===== config.mk =====
export PLATFORM = sky130hd
export DESIGN_NAME = session_line_record_parser_flat
export DESIGN_NICKNAME = d
export VERILOG_FILES = /design/src/hw/rtl/slrp_pkg.sv /design/src/hw/rtl/slrp_if.sv /design/src/hw/rtl/session_line_record_parser.sv /design/src/flat_wrapper.sv
export VERILOG_INCLUDE_DIRS = /design/src /design/src/hw/rtl
export SDC_FILE = /design/constraint.sdc
export NUM_CORES = 2
export LEC_CHECK = 0
export BUFFER_PORTS_ARGS = -buffer_cell sky130_fd_sc_hd__buf_2
export CORE_AREA = 8 8 377 379
export DETAILED_ROUTE_END_ITERATION = 12
export DIE_AREA = 0 0 385 387
export GPL_ROUTABILITY_DRIVEN = 0
export HOLD_SLACK_MARGIN = 0.12
export PLACE_DENSITY = 0.79
export SLEW_MARGIN = 40
export SYNTH_ARGS = -nofsm -noshare
export SYNTH_HDL_FRONTEND = slang
export SYNTH_SLANG_ARGS = --single-unit

===== constraint.sdc =====
create_clock -name i_clk -period 5.3 [get_ports i_clk]
set_input_delay 0.53 -clock i_clk [delete_from_list [all_inputs] [get_ports i_clk]]
set_output_delay 0.53 -clock i_clk [all_outputs]
set_load 0.01 [all_outputs]

===== src/hw/rtl/session_line_record_parser_macros.svh =====
// ----------------------------------------------------------------------------
// session_line_record_parser_macros.svh
// Assertion helpers shared by the line record parser RTL.
// ----------------------------------------------------------------------------
`ifndef SESSION_LINE_RECORD_PARSER_MACROS_SVH
`define SESSION_LINE_RECORD_PARSER_MACROS_SVH

// Same-cycle implication, checked outside reset.
`define SLRP_ASSERT_NOW(label, clk, rst_n, ante, cons, msg) \
    label: assert property (@(posedge clk) disable iff (!(rst_n)) (ante) |-> (cons)) \
        else $error(msg);

// Next-cycle implication, checked outside reset.
`define SLRP_ASSERT_NEXT(label, clk, rst_n, ante, cons, msg) \
    label: assert property (@(posedge clk) disable iff (!(rst_n)) (ante) |=> (cons)) \
        else $error(msg);

`endif


===== src/hw/rtl/slrp_pkg.sv =====
// ----------------------------------------------------------------------------
// slrp_pkg
// Types, codes and character helpers of the session line record parser.
// ----------------------------------------------------------------------------
package slrp_pkg;

    typedef logic [7:0] t_byte;

    localparam int TL_W = 9;   // width of text_length

    // Result status codes
    typedef enum logic [1:0] {
        ST_OK       = 2'd0,
        ST_SYNTAX   = 2'd1,
        ST_MISSING  = 2'd2,
        ST_TOO_LONG = 2'd3
    } t_status;

    // Role codes
    localparam logic [1:0] ROLE_USER   = 2'd0;
    localparam logic [1:0] ROLE_AGENT  = 2'd1;
    localparam logic [1:0] ROLE_SYSTEM = 2'd2;

    // Value destinations
    typedef enum logic [1:0] {
        TGT_IGNORE = 2'd0,
        TGT_ROLE   = 2'd1,
        TGT_TEXT   = 2'd2
    } t_target;

    // Parser phase
    typedef enum logic [3:0] {
        PH_OPEN         = 4'd0,
        PH_KEY_OR_CLOSE = 4'd1,
        PH_KEY          = 4'd2,
        PH_COLON        = 4'd3,
        PH_VALUE_START  = 4'd4,
        PH_VALUE        = 4'd5,
        PH_SEP          = 4'd6,
        PH_DONE         = 4'd7,
        PH_ERROR        = 4'd8
    } t_phase;

    // Control sequencer
    typedef enum logic [1:0] {
        SQ_RUN   = 2'd0,
        SQ_READ  = 2'd1,
        SQ_CHUNK = 2'd2,
        SQ_STAT  = 2'd3
    } t_seq;

    // Structural characters
    localparam t_byte CH_LBRACE = 8'h7B;
    localparam t_byte CH_RBRACE = 8'h7D;
    localparam t_byte CH_COLON  = 8'h3A;
    localparam t_byte CH_COMMA  = 8'h2C;
    localparam t_byte CH_QUOTE  = 8'h22;
    localparam t_byte CH_BSLASH = 8'h5C;

    // Matched words
    localparam t_byte WORD_ROLE  [4] = '{8'h72, 8'h6F, 8'h6C, 8'h65};
    localparam t_byte WORD_TEXT  [4] = '{8'h74, 8'h65, 8'h78, 8'h74};
    localparam t_byte WORD_USER  [4] = '{8'h75, 8'h73, 8'h65, 8'h72};
    localparam t_byte WORD_AGENT [5] = '{8'h61, 8'h67, 8'h65, 8'h6E, 8'h74};

    // Space, tab, LF, VT, FF, CR
    function automatic logic is_ws(input t_byte c);
        return (c inside {8'd32, [8'd9:8'd13]});
    endfunction

    // Escape decode: {known, decoded byte}
    function automatic logic [8:0] esc_decode(input t_byte c);
        logic [8:0] r;
        case (c)
            8'h22:   r = {1'b1, 8'h22};
            8'h5C:   r = {1'b1, 8'h5C};
            8'h2F:   r = {1'b1, 8'h2F};
            8'h6E:   r = {1'b1, 8'd10};
            8'h72:   r = {1'b1, 8'd13};
            8'h74:   r = {1'b1, 8'd9};
            8'h62:   r = {1'b1, 8'd8};
            8'h66:   r = {1'b1, 8'd12};
            default: r = {1'b0, 8'h00};
        endcase
        return r;
    endfunction

endpackage


===== src/hw/rtl/slrp_if.sv =====
// ----------------------------------------------------------------------------
// slrp_if
// Valid/ready channels of the line record parser: characters in, results out.
// ----------------------------------------------------------------------------
interface slrp_in_if;
    logic       valid;
    logic       ready;
    logic [7:0] ch;
    logic       end_of_line;

    modport source (output valid, output ch, output end_of_line, input ready);
    modport sink   (input valid, input ch, input end_of_line, output ready);
endinterface

interface slrp_out_if;
    logic        valid;
    logic        ready;
    logic        kind;
    logic [63:0] chunk;
    logic [3:0]  chunk_bytes;
    logic [1:0]  status;
    logic [1:0]  role;
    logic [8:0]  text_length;
    logic        last;

    modport source (output valid, output kind, output chunk, output chunk_bytes,
                    output status, output role, output text_length, output last,
                    input ready);
    modport sink   (input valid, input kind, input chunk, input chunk_bytes,
                    input status, input role, input text_length, input last,
                    output ready);
endinterface


===== src/hw/rtl/session_line_record_parser.sv =====
// ----------------------------------------------------------------------------
// session_line_record_parser
// Parses one line of a flat string object, keeps the decoded text in a
// row-organized byte store and replays it in 8-byte chunks at end of line.
//
// i_in carries one request per character, then one end-of-line request.
// Characters are taken at one per cycle while not draining; they produce no result.
// After an end-of-line request the input stalls while o_out gives the text
// chunks (only when the status is ok) followed by one status request with
// last set. Each chunk takes a store read (SQ_READ) followed by an output
// step (SQ_CHUNK). The status comes in the cycle after the end of line or
// in the cycle after the last chunk is taken.
// The store has one byte-write port and one 64-bit row read port; writes
// happen only while characters arrive, reads only while draining.
// A stall on o_out holds the current result; nothing advances until taken.
// After reset the parser waits for an opening brace; the store holds no
// valid data and needs no clearing.
// ----------------------------------------------------------------------------
`include "session_line_record_parser_macros.svh"

module session_line_record_parser
    import slrp_pkg::*;
#(
    parameter int TEXT_DEPTH = 256
) (
    input  logic        i_clk,
    input  logic        i_rst_n,
    slrp_in_if.sink     i_in,
    slrp_out_if.source  o_out
);

    localparam int ROWS  = TEXT_DEPTH / 8;
    localparam int ROW_W = (ROWS > 1) ? $clog2(ROWS) : 1;
    localparam int CNT_W = $clog2(TEXT_DEPTH + 1);

    // Sequencer
    t_seq r_state, n_state;

    // Parser state
    t_phase            r_phase, n_phase;
    logic              r_esc, n_esc;
    logic [2:0]        r_key_pos, n_key_pos;
    logic [1:0]        r_key_cand, n_key_cand;
    t_target           r_target, n_target;
    logic [2:0]        r_role_pos, n_role_pos;
    logic [1:0]        r_role_cand, n_role_cand;
    logic [1:0]        r_role_code, n_role_code;
    logic              r_have_text, n_have_text;
    logic [CNT_W-1:0]  r_text_count, n_text_count;
    logic              r_overflow, n_overflow;

    // Drain state
    t_status           r_status, n_status;
    logic [CNT_W-1:0]  r_pos, n_pos;

    // Store
    logic [63:0]       r_mem [0:ROWS-1];
    logic [63:0]       r_rdata;
    logic              w_we;
    logic [ROW_W-1:0]  w_wrow;
    logic [2:0]        w_lane;
    t_byte             w_wbyte;
    logic              w_rd;

    // Handshake helpers
    logic              w_in_fire;
    logic              w_out_fire;
    logic              w_eol;
    t_byte             w_c;
    t_status           w_line_status;
    logic [CNT_W-1:0]  w_rem;
    logic [3:0]        w_cnt;
    logic [63:0]       w_chunk;

    assign w_in_fire  = i_in.valid && i_in.ready;
    assign w_out_fire = o_out.valid && o_out.ready;
    assign w_eol      = i_in.end_of_line;
    assign w_c        = i_in.ch;

    // Status of the line as it stands
    always_comb begin
        if (r_phase != PH_DONE) begin
            w_line_status = ST_SYNTAX;
        end else if (!r_have_text) begin
            w_line_status = ST_MISSING;
        end else if (r_overflow) begin
            w_line_status = ST_TOO_LONG;
        end else begin
            w_line_status = ST_OK;
        end
    end

    // Bytes left to drain and this chunk's byte count
    assign w_rem = r_text_count - r_pos;
    assign w_cnt = (w_rem > CNT_W'(8)) ? 4'd8 : w_rem[3:0];

    // Mask off bytes past the end of the text
    always_comb begin
        for (int k = 0; k < 8; k++) begin
            w_chunk[8*k +: 8] = (4'(k) < w_cnt) ? r_rdata[8*k +: 8] : 8'h00;
        end
    end

    // Next state of the sequencer
    always_comb begin
        n_state = r_state;
        case (r_state)
            SQ_RUN: begin
                if (w_in_fire && w_eol) begin
                    if (w_line_status == ST_OK && r_text_count != '0) begin
                        n_state = SQ_READ;
                    end else begin
                        n_state = SQ_STAT;
                    end
                end
            end
            SQ_READ: begin
                n_state = SQ_CHUNK;
            end
            SQ_CHUNK: begin
                if (o_out.ready) begin
                    n_state = (w_rem > CNT_W'(8)) ? SQ_READ : SQ_STAT;
                end
            end
            SQ_STAT: begin
                if (o_out.ready) begin
                    n_state = SQ_RUN;
                end
            end
            default: n_state = SQ_RUN;
        endcase
    end

    // Sequencer outputs
    always_comb begin
        i_in.ready        = (r_state == SQ_RUN);
        o_out.valid       = (r_state == SQ_CHUNK) || (r_state == SQ_STAT);
        w_rd              = (r_state == SQ_READ);
        o_out.kind        = (r_state == SQ_STAT);
        o_out.last        = (r_state == SQ_STAT);
        o_out.chunk       = (r_state == SQ_CHUNK) ? w_chunk : 64'd0;
        o_out.chunk_bytes = (r_state == SQ_CHUNK) ? w_cnt : 4'd0;
        o_out.status      = (r_state == SQ_STAT) ? r_status : ST_OK;
        if (r_status == ST_OK) begin
            o_out.role        = r_role_code;
            o_out.text_length = TL_W'(r_text_count);
        end else begin
            o_out.role        = ROLE_SYSTEM;
            o_out.text_length = '0;
        end
    end

    // Character parser and drain bookkeeping
    always_comb begin
        logic [8:0] esc;
        logic       take;
        t_byte      b;

        n_phase      = r_phase;
        n_esc        = r_esc;
        n_key_pos    = r_key_pos;
        n_key_cand   = r_key_cand;
        n_target     = r_target;
        n_role_pos   = r_role_pos;
        n_role_cand  = r_role_cand;
        n_role_code  = r_role_code;
        n_have_text  = r_have_text;
        n_text_count = r_text_count;
        n_overflow   = r_overflow;
        n_status     = r_status;
        n_pos        = r_pos;
        w_we         = 1'b0;
        w_wrow       = r_text_count[ROW_W+2:3];
        w_lane       = r_text_count[2:0];
        w_wbyte      = 8'h00;
        esc          = esc_decode(w_c);
        take         = 1'b0;
        b            = w_c;

        if (w_in_fire && !w_eol) begin
            case (r_phase)
                PH_OPEN: begin
                    if (w_c == CH_LBRACE) begin
                        n_phase = PH_KEY_OR_CLOSE;
                    end else if (!is_ws(w_c)) begin
                        n_phase = PH_ERROR;
                    end
                end
                PH_KEY_OR_CLOSE: begin
                    if (w_c == CH_RBRACE) begin
                        n_phase = PH_DONE;
                    end else if (w_c == CH_QUOTE) begin
                        n_phase    = PH_KEY;
                        n_key_pos  = 3'd0;
                        n_key_cand = 2'b11;
                        n_esc      = 1'b0;
                    end else if (!is_ws(w_c)) begin
                        n_phase = PH_ERROR;
                    end
                end
                PH_COLON: begin
                    if (w_c == CH_COLON) begin
                        n_phase = PH_VALUE_START;
                    end else if (!is_ws(w_c)) begin
                        n_phase = PH_ERROR;
                    end
                end
                PH_VALUE_START: begin
                    if (w_c == CH_QUOTE) begin
                        n_phase = PH_VALUE;
                        n_esc   = 1'b0;
                        if (r_target == TGT_ROLE) begin
                            n_role_pos  = 3'd0;
                            n_role_cand = 2'b11;
                        end else if (r_target == TGT_TEXT) begin
                            n_text_count = '0;
                            n_overflow   = 1'b0;
                        end
                    end else if (!is_ws(w_c)) begin
                        n_phase = PH_ERROR;
                    end
                end
                PH_KEY, PH_VALUE: begin
                    if (r_esc) begin
                        n_esc = 1'b0;
                        if (esc[8]) begin
                            take = 1'b1;
                            b    = esc[7:0];
                        end else begin
                            n_phase = PH_ERROR;
                        end
                    end else if (w_c == CH_BSLASH) begin
                        n_esc = 1'b1;
                    end else if (w_c == CH_QUOTE) begin
                        // Closing quote
                        if (r_phase == PH_KEY) begin
                            if (r_key_pos == 3'd4 && r_key_cand[0]) begin
                                n_target = TGT_ROLE;
                            end else if (r_key_pos == 3'd4 && r_key_cand[1]) begin
                                n_target = TGT_TEXT;
                            end else begin
                                n_target = TGT_IGNORE;
                            end
                            n_phase = PH_COLON;
                        end else begin
                            if (r_target == TGT_ROLE) begin
                                if (r_role_pos == 3'd4 && r_role_cand[0]) begin
                                    n_role_code = ROLE_USER;
                                end else if (r_role_pos == 3'd5 && r_role_cand[1]) begin
                                    n_role_code = ROLE_AGENT;
                                end else begin
                                    n_role_code = ROLE_SYSTEM;
                                end
                            end else if (r_target == TGT_TEXT) begin
                                n_have_text = 1'b1;
                            end
                            n_phase = PH_SEP;
                        end
                    end else begin
                        take = 1'b1;
                    end
                end
                PH_SEP: begin
                    if (w_c == CH_COMMA) begin
                        n_phase = PH_KEY_OR_CLOSE;
                    end else if (w_c == CH_RBRACE) begin
                        n_phase = PH_DONE;
                    end else if (!is_ws(w_c)) begin
                        n_phase = PH_ERROR;
                    end
                end
                PH_DONE: begin
                    if (!is_ws(w_c)) begin
                        n_phase = PH_ERROR;
                    end
                end
                default: ;
            endcase

            // One string byte: key match, role match or text store
            if (take) begin
                if (r_phase == PH_KEY) begin
                    if (r_key_pos < 3'd4) begin
                        if (b != WORD_ROLE[r_key_pos[1:0]]) n_key_cand[0] = 1'b0;
                        if (b != WORD_TEXT[r_key_pos[1:0]]) n_key_cand[1] = 1'b0;
                        n_key_pos = r_key_pos + 3'd1;
                    end else begin
                        n_key_cand = 2'b00;
                    end
                end else if (r_target == TGT_ROLE) begin
                    if (r_role_pos < 3'd5) begin
                        if (r_role_pos >= 3'd4 || b != WORD_USER[r_role_pos[1:0]]) begin
                            n_role_cand[0] = 1'b0;
                        end
                        if (b != WORD_AGENT[r_role_pos]) n_role_cand[1] = 1'b0;
                        n_role_pos = r_role_pos + 3'd1;
                    end else begin
                        n_role_cand = 2'b00;
                    end
                end else if (r_target == TGT_TEXT) begin
                    if (r_text_count < CNT_W'(TEXT_DEPTH)) begin
                        w_we         = 1'b1;
                        w_wbyte      = b;
                        n_text_count = r_text_count + CNT_W'(1);
                    end else begin
                        n_overflow = 1'b1;
                    end
                end
            end
        end

        // End of line: latch status, start the drain
        if (w_in_fire && w_eol) begin
            n_status = w_line_status;
            n_pos    = '0;
        end

        if (r_state == SQ_CHUNK && o_out.ready) begin
            n_pos = r_pos + CNT_W'(8);
        end

        // Status taken: fresh line
        if (r_state == SQ_STAT && o_out.ready) begin
            n_phase      = PH_OPEN;
            n_esc        = 1'b0;
            n_key_pos    = 3'd0;
            n_key_cand   = 2'b11;
            n_target     = TGT_IGNORE;
            n_role_pos   = 3'd0;
            n_role_cand  = 2'b11;
            n_role_code  = ROLE_SYSTEM;
            n_have_text  = 1'b0;
            n_text_count = '0;
            n_overflow   = 1'b0;
        end
    end

    // Control registers
    always_ff @(posedge i_clk) begin
        if (!i_rst_n) begin
            r_state      <= SQ_RUN;
            r_phase      <= PH_OPEN;
            r_esc        <= 1'b0;
            r_key_pos    <= 3'd0;
            r_key_cand   <= 2'b11;
            r_target     <= TGT_IGNORE;
            r_role_pos   <= 3'd0;
            r_role_cand  <= 2'b11;
            r_role_code  <= ROLE_SYSTEM;
            r_have_text  <= 1'b0;
            r_text_count <= '0;
            r_overflow   <= 1'b0;
            r_status     <= ST_OK;
            r_pos        <= '0;
        end else begin
            r_state      <= n_state;
            r_phase      <= n_phase;
            r_esc        <= n_esc;
            r_key_pos    <= n_key_pos;
            r_key_cand   <= n_key_cand;
            r_target     <= n_target;
            r_role_pos   <= n_role_pos;
            r_role_cand  <= n_role_cand;
            r_role_code  <= n_role_code;
            r_have_text  <= n_have_text;
            r_text_count <= n_text_count;
            r_overflow   <= n_overflow;
            r_status     <= n_status;
            r_pos        <= n_pos;
        end
    end

    // Text store: byte write, registered row read
    always_ff @(posedge i_clk) begin
        if (w_we) begin
            r_mem[w_wrow][{w_lane, 3'b000} +: 8] <= w_wbyte;
        end
        if (w_rd) begin
            r_rdata <= r_mem[r_pos[ROW_W+2:3]];
        end
    end

    // Checks
    `SLRP_ASSERT_NOW(a_count_in_range, i_clk, i_rst_n, 1'b1,
        r_text_count <= CNT_W'(TEXT_DEPTH), "text count beyond store depth")
    `SLRP_ASSERT_NOW(a_chunk_bytes, i_clk, i_rst_n, o_out.valid && !o_out.kind,
        o_out.chunk_bytes != 4'd0 && o_out.chunk_bytes <= 4'd8, "bad chunk byte count")
    `SLRP_ASSERT_NOW(a_chunk_only_ok, i_clk, i_rst_n, r_state == SQ_CHUNK,
        r_status == ST_OK, "chunk emitted for a failed line")
    `SLRP_ASSERT_NEXT(a_eol_drains, i_clk, i_rst_n, w_in_fire && w_eol,
        r_state == SQ_READ || r_state == SQ_STAT, "end of line did not start drain")
    `SLRP_ASSERT_NEXT(a_status_clears, i_clk, i_rst_n, w_out_fire && o_out.kind,
        r_state == SQ_RUN && r_phase == PH_OPEN && r_text_count == '0,
        "line state not cleared after status")

endmodule

===== src/flat_wrapper.sv =====
// flat-port wrapper written by rule: the top's interface ports become plain ports
module session_line_record_parser_flat import slrp_pkg::*;
#(
    parameter int TEXT_DEPTH = 256
)
  (i_clk, i_rst_n, i_in_valid, i_in_ch, i_in_end_of_line, i_in_ready, o_out_valid, o_out_kind, o_out_chunk, o_out_chunk_bytes, o_out_status, o_out_role, o_out_text_length, o_out_last, o_out_ready);
  slrp_in_if i_in_i ();
  slrp_out_if o_out_i ();
  input  logic i_clk;
  input  logic i_rst_n;
  input wire logic [$bits(i_in_i.valid)-1:0] i_in_valid;
  input wire logic [$bits(i_in_i.ch)-1:0] i_in_ch;
  input wire logic [$bits(i_in_i.end_of_line)-1:0] i_in_end_of_line;
  output wire logic [$bits(i_in_i.ready)-1:0] i_in_ready;
  output wire logic [$bits(o_out_i.valid)-1:0] o_out_valid;
  output wire logic [$bits(o_out_i.kind)-1:0] o_out_kind;
  output wire logic [$bits(o_out_i.chunk)-1:0] o_out_chunk;
  output wire logic [$bits(o_out_i.chunk_bytes)-1:0] o_out_chunk_bytes;
  output wire logic [$bits(o_out_i.status)-1:0] o_out_status;
  output wire logic [$bits(o_out_i.role)-1:0] o_out_role;
  output wire logic [$bits(o_out_i.text_length)-1:0] o_out_text_length;
  output wire logic [$bits(o_out_i.last)-1:0] o_out_last;
  input wire logic [$bits(o_out_i.ready)-1:0] o_out_ready;
  assign i_in_i.valid = i_in_valid;
  assign i_in_i.ch = i_in_ch;
  assign i_in_i.end_of_line = i_in_end_of_line;
  assign i_in_ready = i_in_i.ready;
  assign o_out_valid = o_out_i.valid;
  assign o_out_kind = o_out_i.kind;
  assign o_out_chunk = o_out_i.chunk;
  assign o_out_chunk_bytes = o_out_i.chunk_bytes;
  assign o_out_status = o_out_i.status;
  assign o_out_role = o_out_i.role;
  assign o_out_text_length = o_out_i.text_length;
  assign o_out_last = o_out_i.last;
  assign o_out_i.ready = o_out_ready;
  session_line_record_parser #(.TEXT_DEPTH(TEXT_DEPTH)) u_core (.i_clk(i_clk), .i_rst_n(i_rst_n), .i_in(i_in_i), .o_out(o_out_i));
endmodule

Word-level counts from Yosys, hierarchy flattened
Memories as Yosys holds them, arrays and structs flattened. A register that Yosys moved wholly into a read port is not among the register bits.
Cells that the tools add are included.
{"block": "word_totals", "regBits": 43, "latch_bits": 0, "ramBits": 2048, "romBits": 64, "inputBits": 13, "output_inout_bits": 85, "elab_cells": 253, "n_memories": 2}
{"memory": "u_core.r_mem", "depth": 32, "width": 64, "read_ports": 1, "rd_clocked_by_memory_dff": 1, "wr": 1, "line_no": "session_line_record_parser.sv:57", "text": "logic [63:0] r_mem [0:ROWS-1];"}
{"memory": "(name not given)", "depth": 8, "width": 8, "read_ports": 1, "rd_clocked_by_memory_dff": 0, "wr": 0, "line_no": "session_line_record_parser.sv:295", "text": "if (b != WORD_AGENT[r_role_pos]) n_role_cand[1] = 1'b0;"}
{"block": "op_classes", "addsub": 6, "mul": 0, "n_div": 0, "order_cmp": 18, "n_eq_ne": 40, "n_shift": 2, "mux": 132, "bitwise": 8, "reduce_logical": 31}
{"operator": "2-to-1 mux 8 bit", "n": 26}
{"operator": "2-to-1 mux 64 bit", "n": 2}
{"operator": "2-to-1 mux 9 bit", "n": 12}
{"operator": "case mux 9 bit (8 select lines)", "n": 1}
{"operator": "== test 8 x 7 -> 1 bit, second input constant", "n": 8}
{"operator": "variable shift 8 x 8 -> 64 bit, first input constant", "n": 1}
{"operator": "variable part select 8 x 8 -> 64 bit", "n": 1}
{"operator": "2-to-1 mux 4 bit", "n": 14}
{"operator": "2-to-1 mux 2 bit", "n": 27}
{"operator": "binary-select mux 8 bit (select 2 bit)", "n": 3}
{"operator": "2-to-1 mux 3 bit", "n": 14}
{"operator": "== test 8 x 6 -> 1 bit, second input constant", "n": 5}
{"operator": "!= test 8 bit", "n": 4}
{"operator": "2-to-1 mux 1 bit", "n": 30}
{"operator": "case mux 4 bit (7 select lines)", "n": 1}
{"operator": "== test 4 x 3 -> 1 bit, second input constant", "n": 4}
{"operator": "< comparator 3 x 4 -> 1 bit, first input constant", "n": 4}
{"operator": "logical AND 1 bit", "n": 11}
{"operator": "adder 9 x 1 -> 9 bit, second input constant", "n": 1}
{"operator": "adder 9 x 4 -> 9 bit, second input constant", "n": 1}
{"operator": "== test 3 bit, second input constant", "n": 3}
{"operator": ">= comparator 3 bit, second input constant", "n": 3}
{"operator": "greater-than comparator 9 x 4 -> 1 bit, second input constant", "n": 1}
{"operator": "< comparator 9 bit, second input constant", "n": 1}
{"operator": "38 further kinds", "n": 59}

Logic depth before layout (Yosys ltp)
{"block": "logic_depth", "ltp_word": 13, "mapped_depth": 13, "mapped_depth_nobuf": 10}

Least setup slack after synthesis
No wires, ideal clock.
{"block": "synth_timing", "path_kind": "reg-to-output", "start": "register u_core.r_pos[3]", "end": "output port o_out_chunk[32]", "t_arrival_ns": 3.611, "t_required_ns": 4.770, "path_slack_ns": 1.159, "stages_incl_launch_ff": 14, "n_path_buf": 3, "path_cell_list": "dfxtp_1 > clkbuf_1 > clkbuf_1 > buf_1 > inv_1 > ha_1 > o21a_1 > nor2_1 > o21ai_0 > nor3_1 > nand3_1 > nor3b_1 > o21ai_0 > and3_1"}
{"block": "synth_between", "elab_chain_len": 6}
{"element": "start: declaration", "line_no": "session_line_record_parser.sv:54", "text": "logic [CNT_W-1:0] r_pos, n_pos;"}
{"element": "start signal: assignment", "line_no": "session_line_record_parser.sv:369", "text": "r_pos <= n_pos;"}
{"element": "subtractor 9 bit *", "line_no": "session_line_record_parser.sv:94", "text": "assign w_rem = r_text_count - r_pos;"}
{"element": "greater-than comparator 9 x 4 -> 1 bit", "line_no": "session_line_record_parser.sv:95", "text": "assign w_cnt = (w_rem > CNT_W'(8)) ? 4'd8 : w_rem[3:0];"}
{"element": "2-to-1 mux 4 bit *", "line_no": "session_line_record_parser.sv:95"}
{"element": "< comparator 3 x 4 -> 1 bit *", "line_no": "session_line_record_parser.sv:100", "text": "w_chunk[8*k +: 8] = (4'(k) < w_cnt) ? r_rdata[8*k +: 8] : 8'h00;"}
{"element": "2-to-1 mux 8 bit *", "line_no": "session_line_record_parser.sv:100"}
{"element": "2-to-1 mux 64 bit *", "line_no": "session_line_record_parser.sv:141", "text": "o_out.chunk = (r_state == SQ_CHUNK) ? w_chunk : 64'd0;"}
{"element": "end: declaration", "line_no": "flat_wrapper.sv:17", "text": "output wire logic [$bits(o_out_i.chunk)-1:0] o_out_chunk;"}
Every way passes the cells marked *; elsewhere a longest branch is shown, timed or not.

Worst setup path in the final report
{"block": "layout_timing", "start": "register u_core.r_text_count[7]", "end": "output port o_out_chunk[22]"}
{"block": "layout_between", "elab_chain_len": 6}
{"element": "start: declaration", "line_no": "session_line_record_parser.sv:49", "text": "logic [CNT_W-1:0] r_text_count, n_text_count;"}
{"element": "start signal: assignment", "line_no": "session_line_record_parser.sv:366", "text": "r_text_count <= n_text_count;"}
{"element": "subtractor 9 bit", "line_no": "session_line_record_parser.sv:94"}
{"element": "greater-than comparator 9 x 4 -> 1 bit", "line_no": "session_line_record_parser.sv:95"}
{"element": "2-to-1 mux 4 bit", "line_no": "session_line_record_parser.sv:95"}
{"element": "< comparator 2 x 4 -> 1 bit", "line_no": "session_line_record_parser.sv:100"}
{"element": "2-to-1 mux 8 bit", "line_no": "session_line_record_parser.sv:100"}
{"element": "2-to-1 mux 64 bit", "line_no": "session_line_record_parser.sv:141"}
No other way between the ends.

==> reports/qor.csv <==
stage;metric;value;unit
timing;timing.final.setup_violations;0;
setup_path;crit_chain;ha_1 -> a211oi_1 -> o22ai_1 -> nor3_1 -> nand3_1 -> nor3b_4 -> nand3_1 -> and3_1 -> buf_2;
setup_path;crit_slowest_cell;dfxtp_1;
pwr;power_frac_seq;0.550;
setup_path;crit_start;u_core.r_text_count[7];
placed_design;dpl_worst_slack;0.6373;ns
placed_design;dp_hpwl;129.3;mm
setup_path;cp-start-kind;flip-flop;
placed_design;port_buffers;97;
setup_path;worstSetupEndpointType;primary output;
drt;drtAntennaViolNets;0;
drt;via_per_inst;6.971;
timing;slew_violations;0;
yosys;synth.area.top_cells;edfxtp_1 (75%), mux4_2 (17%), nor2_1 (1.5%), nand2_1 (1.2%), dfxtp_1 (0.94%);
yosys;synth_flop_cell;edfxtp_1;
yosys;synth_nets;4122;
clock_network;cts_made_buffers;198;
pwr;p_int;26.77;mW
finish;layoutNonFillerInstCount;6342;
floorplan;die_w;385;um
yosys;synth_cells;4088;
pwr;switching_share;0.1998;
setup_path;cp.buffers_inverters;1;
floorplan;ios;98;
finish;fin_util;0.7018;
timing;fin_ws;0.1722;ns
global_route;grt_usage;0.2936;
run_status;outcome;finished, final reports clean;
setup_path;worstSetupPathType;reg2out;
placed_design;place_area;0.08904;mm2
setup_path;worst_path_most_repeated_cell;nand3_1;
timing;rsz0062_at_grt;no;
pwr;pwr-share-comb;0.024;
timing;max_freq;195.0;MHz
drt;route.vias.total;44212;
floorplan;start_util;0.6242;
yosys;synth_top_cells_by_count;edfxtp_1 (2,112), mux4_2 (640), nor2_1 (346);
yosys;ys_seq_elements;2152;
pwr;power.total;33.45;mW
pwr;p_leak;23.84;nW
timing;fin_tns_setup;0;ns
clock_network;clkTransAtPathRegs;0.07;ns
timing;max_slew.worst_pin.slew;1.030;ns
yosys;yosys-mux-area-fraction;0.1701;
yosys;synth_top_family_by_area;multiplexers;
yosys;yosysUniqueCellTypes;75;
yosys;synth_warnings;0;
yosys;synth-adder-area-share;0.003206;
floorplan;die_area;0.1490;mm2
drt;remaining_drc_errors;0;
yosys;synthXorXnorAreaFrac;0.001750;
drt;firstDrtPassIters;7;
drt;drtIter0Drc;6799;
global_route;antenna_found_initial;10;
yosys;synth_compound_area_frac;0.01019;
finish;layout-drive-gt1-share;0.3057;
timing;fin_worst_skew;0.03422;ns
timing;finalHoldViolCount;0;
floorplan;rows;136;
pwr;p_clk_frac;0.426;
floorplan;core;0.1363;mm2
setup_path;cp.depth;9;
drt;wire_per_inst;34.52;um
yosys;post-synth-top-area-fraction;0.7455;
pwr;power.density;349.7;mW/mm2
clock_network;htreeDepth;4;
clock_network;cts_tree;built;
clock_network;clock-root-buffer;clkbuf_16;
yosys;yosys.area.top_type;edfxtp_1;
setup_path;worstPathArrival;4.60;ns
finish;syn_to_final_growth;12.44;%
yosys;yosys.area_share.simple;0.04740;
timing;post-route-min-period;5.128;ns
timing;fin_crit_sh;0.9675;
yosys;avgSynthCellArea;20.81;um2
setup_path;cpPeakStageDelay;0.79;ns
worst_hold_path;min_path_cells;4;
clock_network;clk-insertion-delay-late;0.84;ns
global_route;grt_overflow;0;
run;max_cap_viol_count;0;
setup_path;r2r_start;u_core.r_state[1];
placed_design;placed_cells;5963;
clock_network;ctsLongestPathBuffers;3;
setup_path;cp_max_fo;12;
finish;nets;4408;
yosys;syn_area;0.08508;mm2
finish;design_area;0.09566;mm2
floorplan;die_y;387;um
drt;wl;218.9;mm
yosys;yosysMostFrequentCell;edfxtp_1;
global_route;grt_pass1_vias;44012;
pwr;p_sw;6.683;mW
yosys;yosysSeqAreaShare;0.7549;
global_route;grt_max_degree;97;
worst_hold_path;hold_start;i_in_ch[7];
setup_path;cp_top_family;simple AND/OR/NAND/NOR gates;
timing;hold_ws;0.2054;ns
setup_path;critical_path_required;4.77;ns
yosys;synth_edf_count;2112;
clock_network;numClockSinks;2152;
pwr;vdd.ir_drop.worst;315.8;uV
global_route;grt_pass1_wl;313.6;mm
setup_path;rr_worst_depth;7;
yosys;async_flop_share;0;
worst_hold_path;hp-class;in2reg;
timing;relSlewSlack;0.3135;
==> per-layer routing <==
metal	vias to the layer above	GRT usage	routed length, um
li1	17356	-	-
met1	22851	0.4013	76950
met2	3406	0.4437	101800
met3	589	0.08501	28470
met4	10	0.1356	11530
met5	-	0.003573	155
==> sequential cells by signal (all words and copies together) (netlist names) <==
name / flops
u_core.r_esc: 1
u_core.r_mem: 2048
u_core.r_role_cand: 2
u_core.r_have_text: 1
u_core.r_target: 2
u_core.r_rdata: 64
u_core.r_role_code: 2
u_core.r_key_cand: 2
u_core.r_key_pos: 3
u_core.r_status: 2
u_core.r_text_count: 9
u_core.r_state: 2
u_core.r_pos: 6
u_core.r_role_pos: 3
u_core.r_overflow: 1
u_core.r_phase: 4
==> logic make-up after synthesis <==
family                     Yosys count
muxes                              646
DFF                               2152
adders and majority gates           22
other                                1
AOI/OAI and AO/OA                  131
xor gates and xnor gates            17
and+or+nand+nor                    860
buffers and inverters              259
==> cells in the final DEF (no fill, tap or decap), drive strengths merged, types with 5 or more instances in the layout <==
master	instances
a21o	5
inv	29
nor2	386
a22oi	7
xor2	5
clkinvlp	11
clkinv	87
nand4	7
nand2b	13
nor4	8
o211ai	7
ha	21
a21oi	35
clkbuf	243
xnor2	12
nor3b	7
edfxtp	2112
nand3	28
o21ai	28
or3	7
a31oi	5
mux4	640
nor3	24
and3	58
and2	25
nand2	261
dfxtp	40
buf	321
nor2b	13
bufinv	22
mux2i	5
==> tightest hold or removal path, delay by kind of cell <==
| kind | cells | cell delay, ns |
|---|---|---|
| buf+inv | 1 | 0.15 |
| compound gates | 1 | 0.06 |
| simple gates | 2 | 0.22 |
==> timing repair <==
action,CTS,global route
endpoints found under the setup margin,0,6
resized for setup,0,1
hold buffers,2,0
endpoints found under the hold margin,10,0
setup buffers,0,0
==> area by class of cell <==
| type | instances | area [um2] |
|---|---|---|
| flip-flops and latches | 2152 | 64240 |
| fillers | 7478 | 40640 |
| multi-input cells | 1677 | 20120 |
| clock buffers | 243 | 5209 |
| repair buffers | 323 | 2512 |
| well taps | 1794 | 2245 |
| clock inverters | 127 | 1232 |
| inverters | 22 | 92.59 |
| diodes | 4 | 10.01 |
==> path summary, 6_finish.rpt <==
check	to	slack [ns]
max reg2reg	u_core.r_mem[4][33]	0.69
max	o_out_chunk[22]	0.17
min	u_core.r_key_cand[1]	0.21
min reg2reg	u_core.r_text_count[1]	0.54
==> power by group through the flow <==
| stage | sequential [mW] | clock [mW] | combinational (mW) |
|---|---|---|---|
| floorplan | 18.8 | 0 | 0.513 |
| global placement | 18.8 | 0 | 0.755 |
| detailed placement | 18.8 | 0 | 0.783 |
| CTS | 18.4 | 14.3 | 0.792 |
| global route | 18.4 | 14.9 | 0.838 |
| finish | 18.4 | 14.3 | 0.794 |
Note: power is estimated with default switching activity, not from simulation.
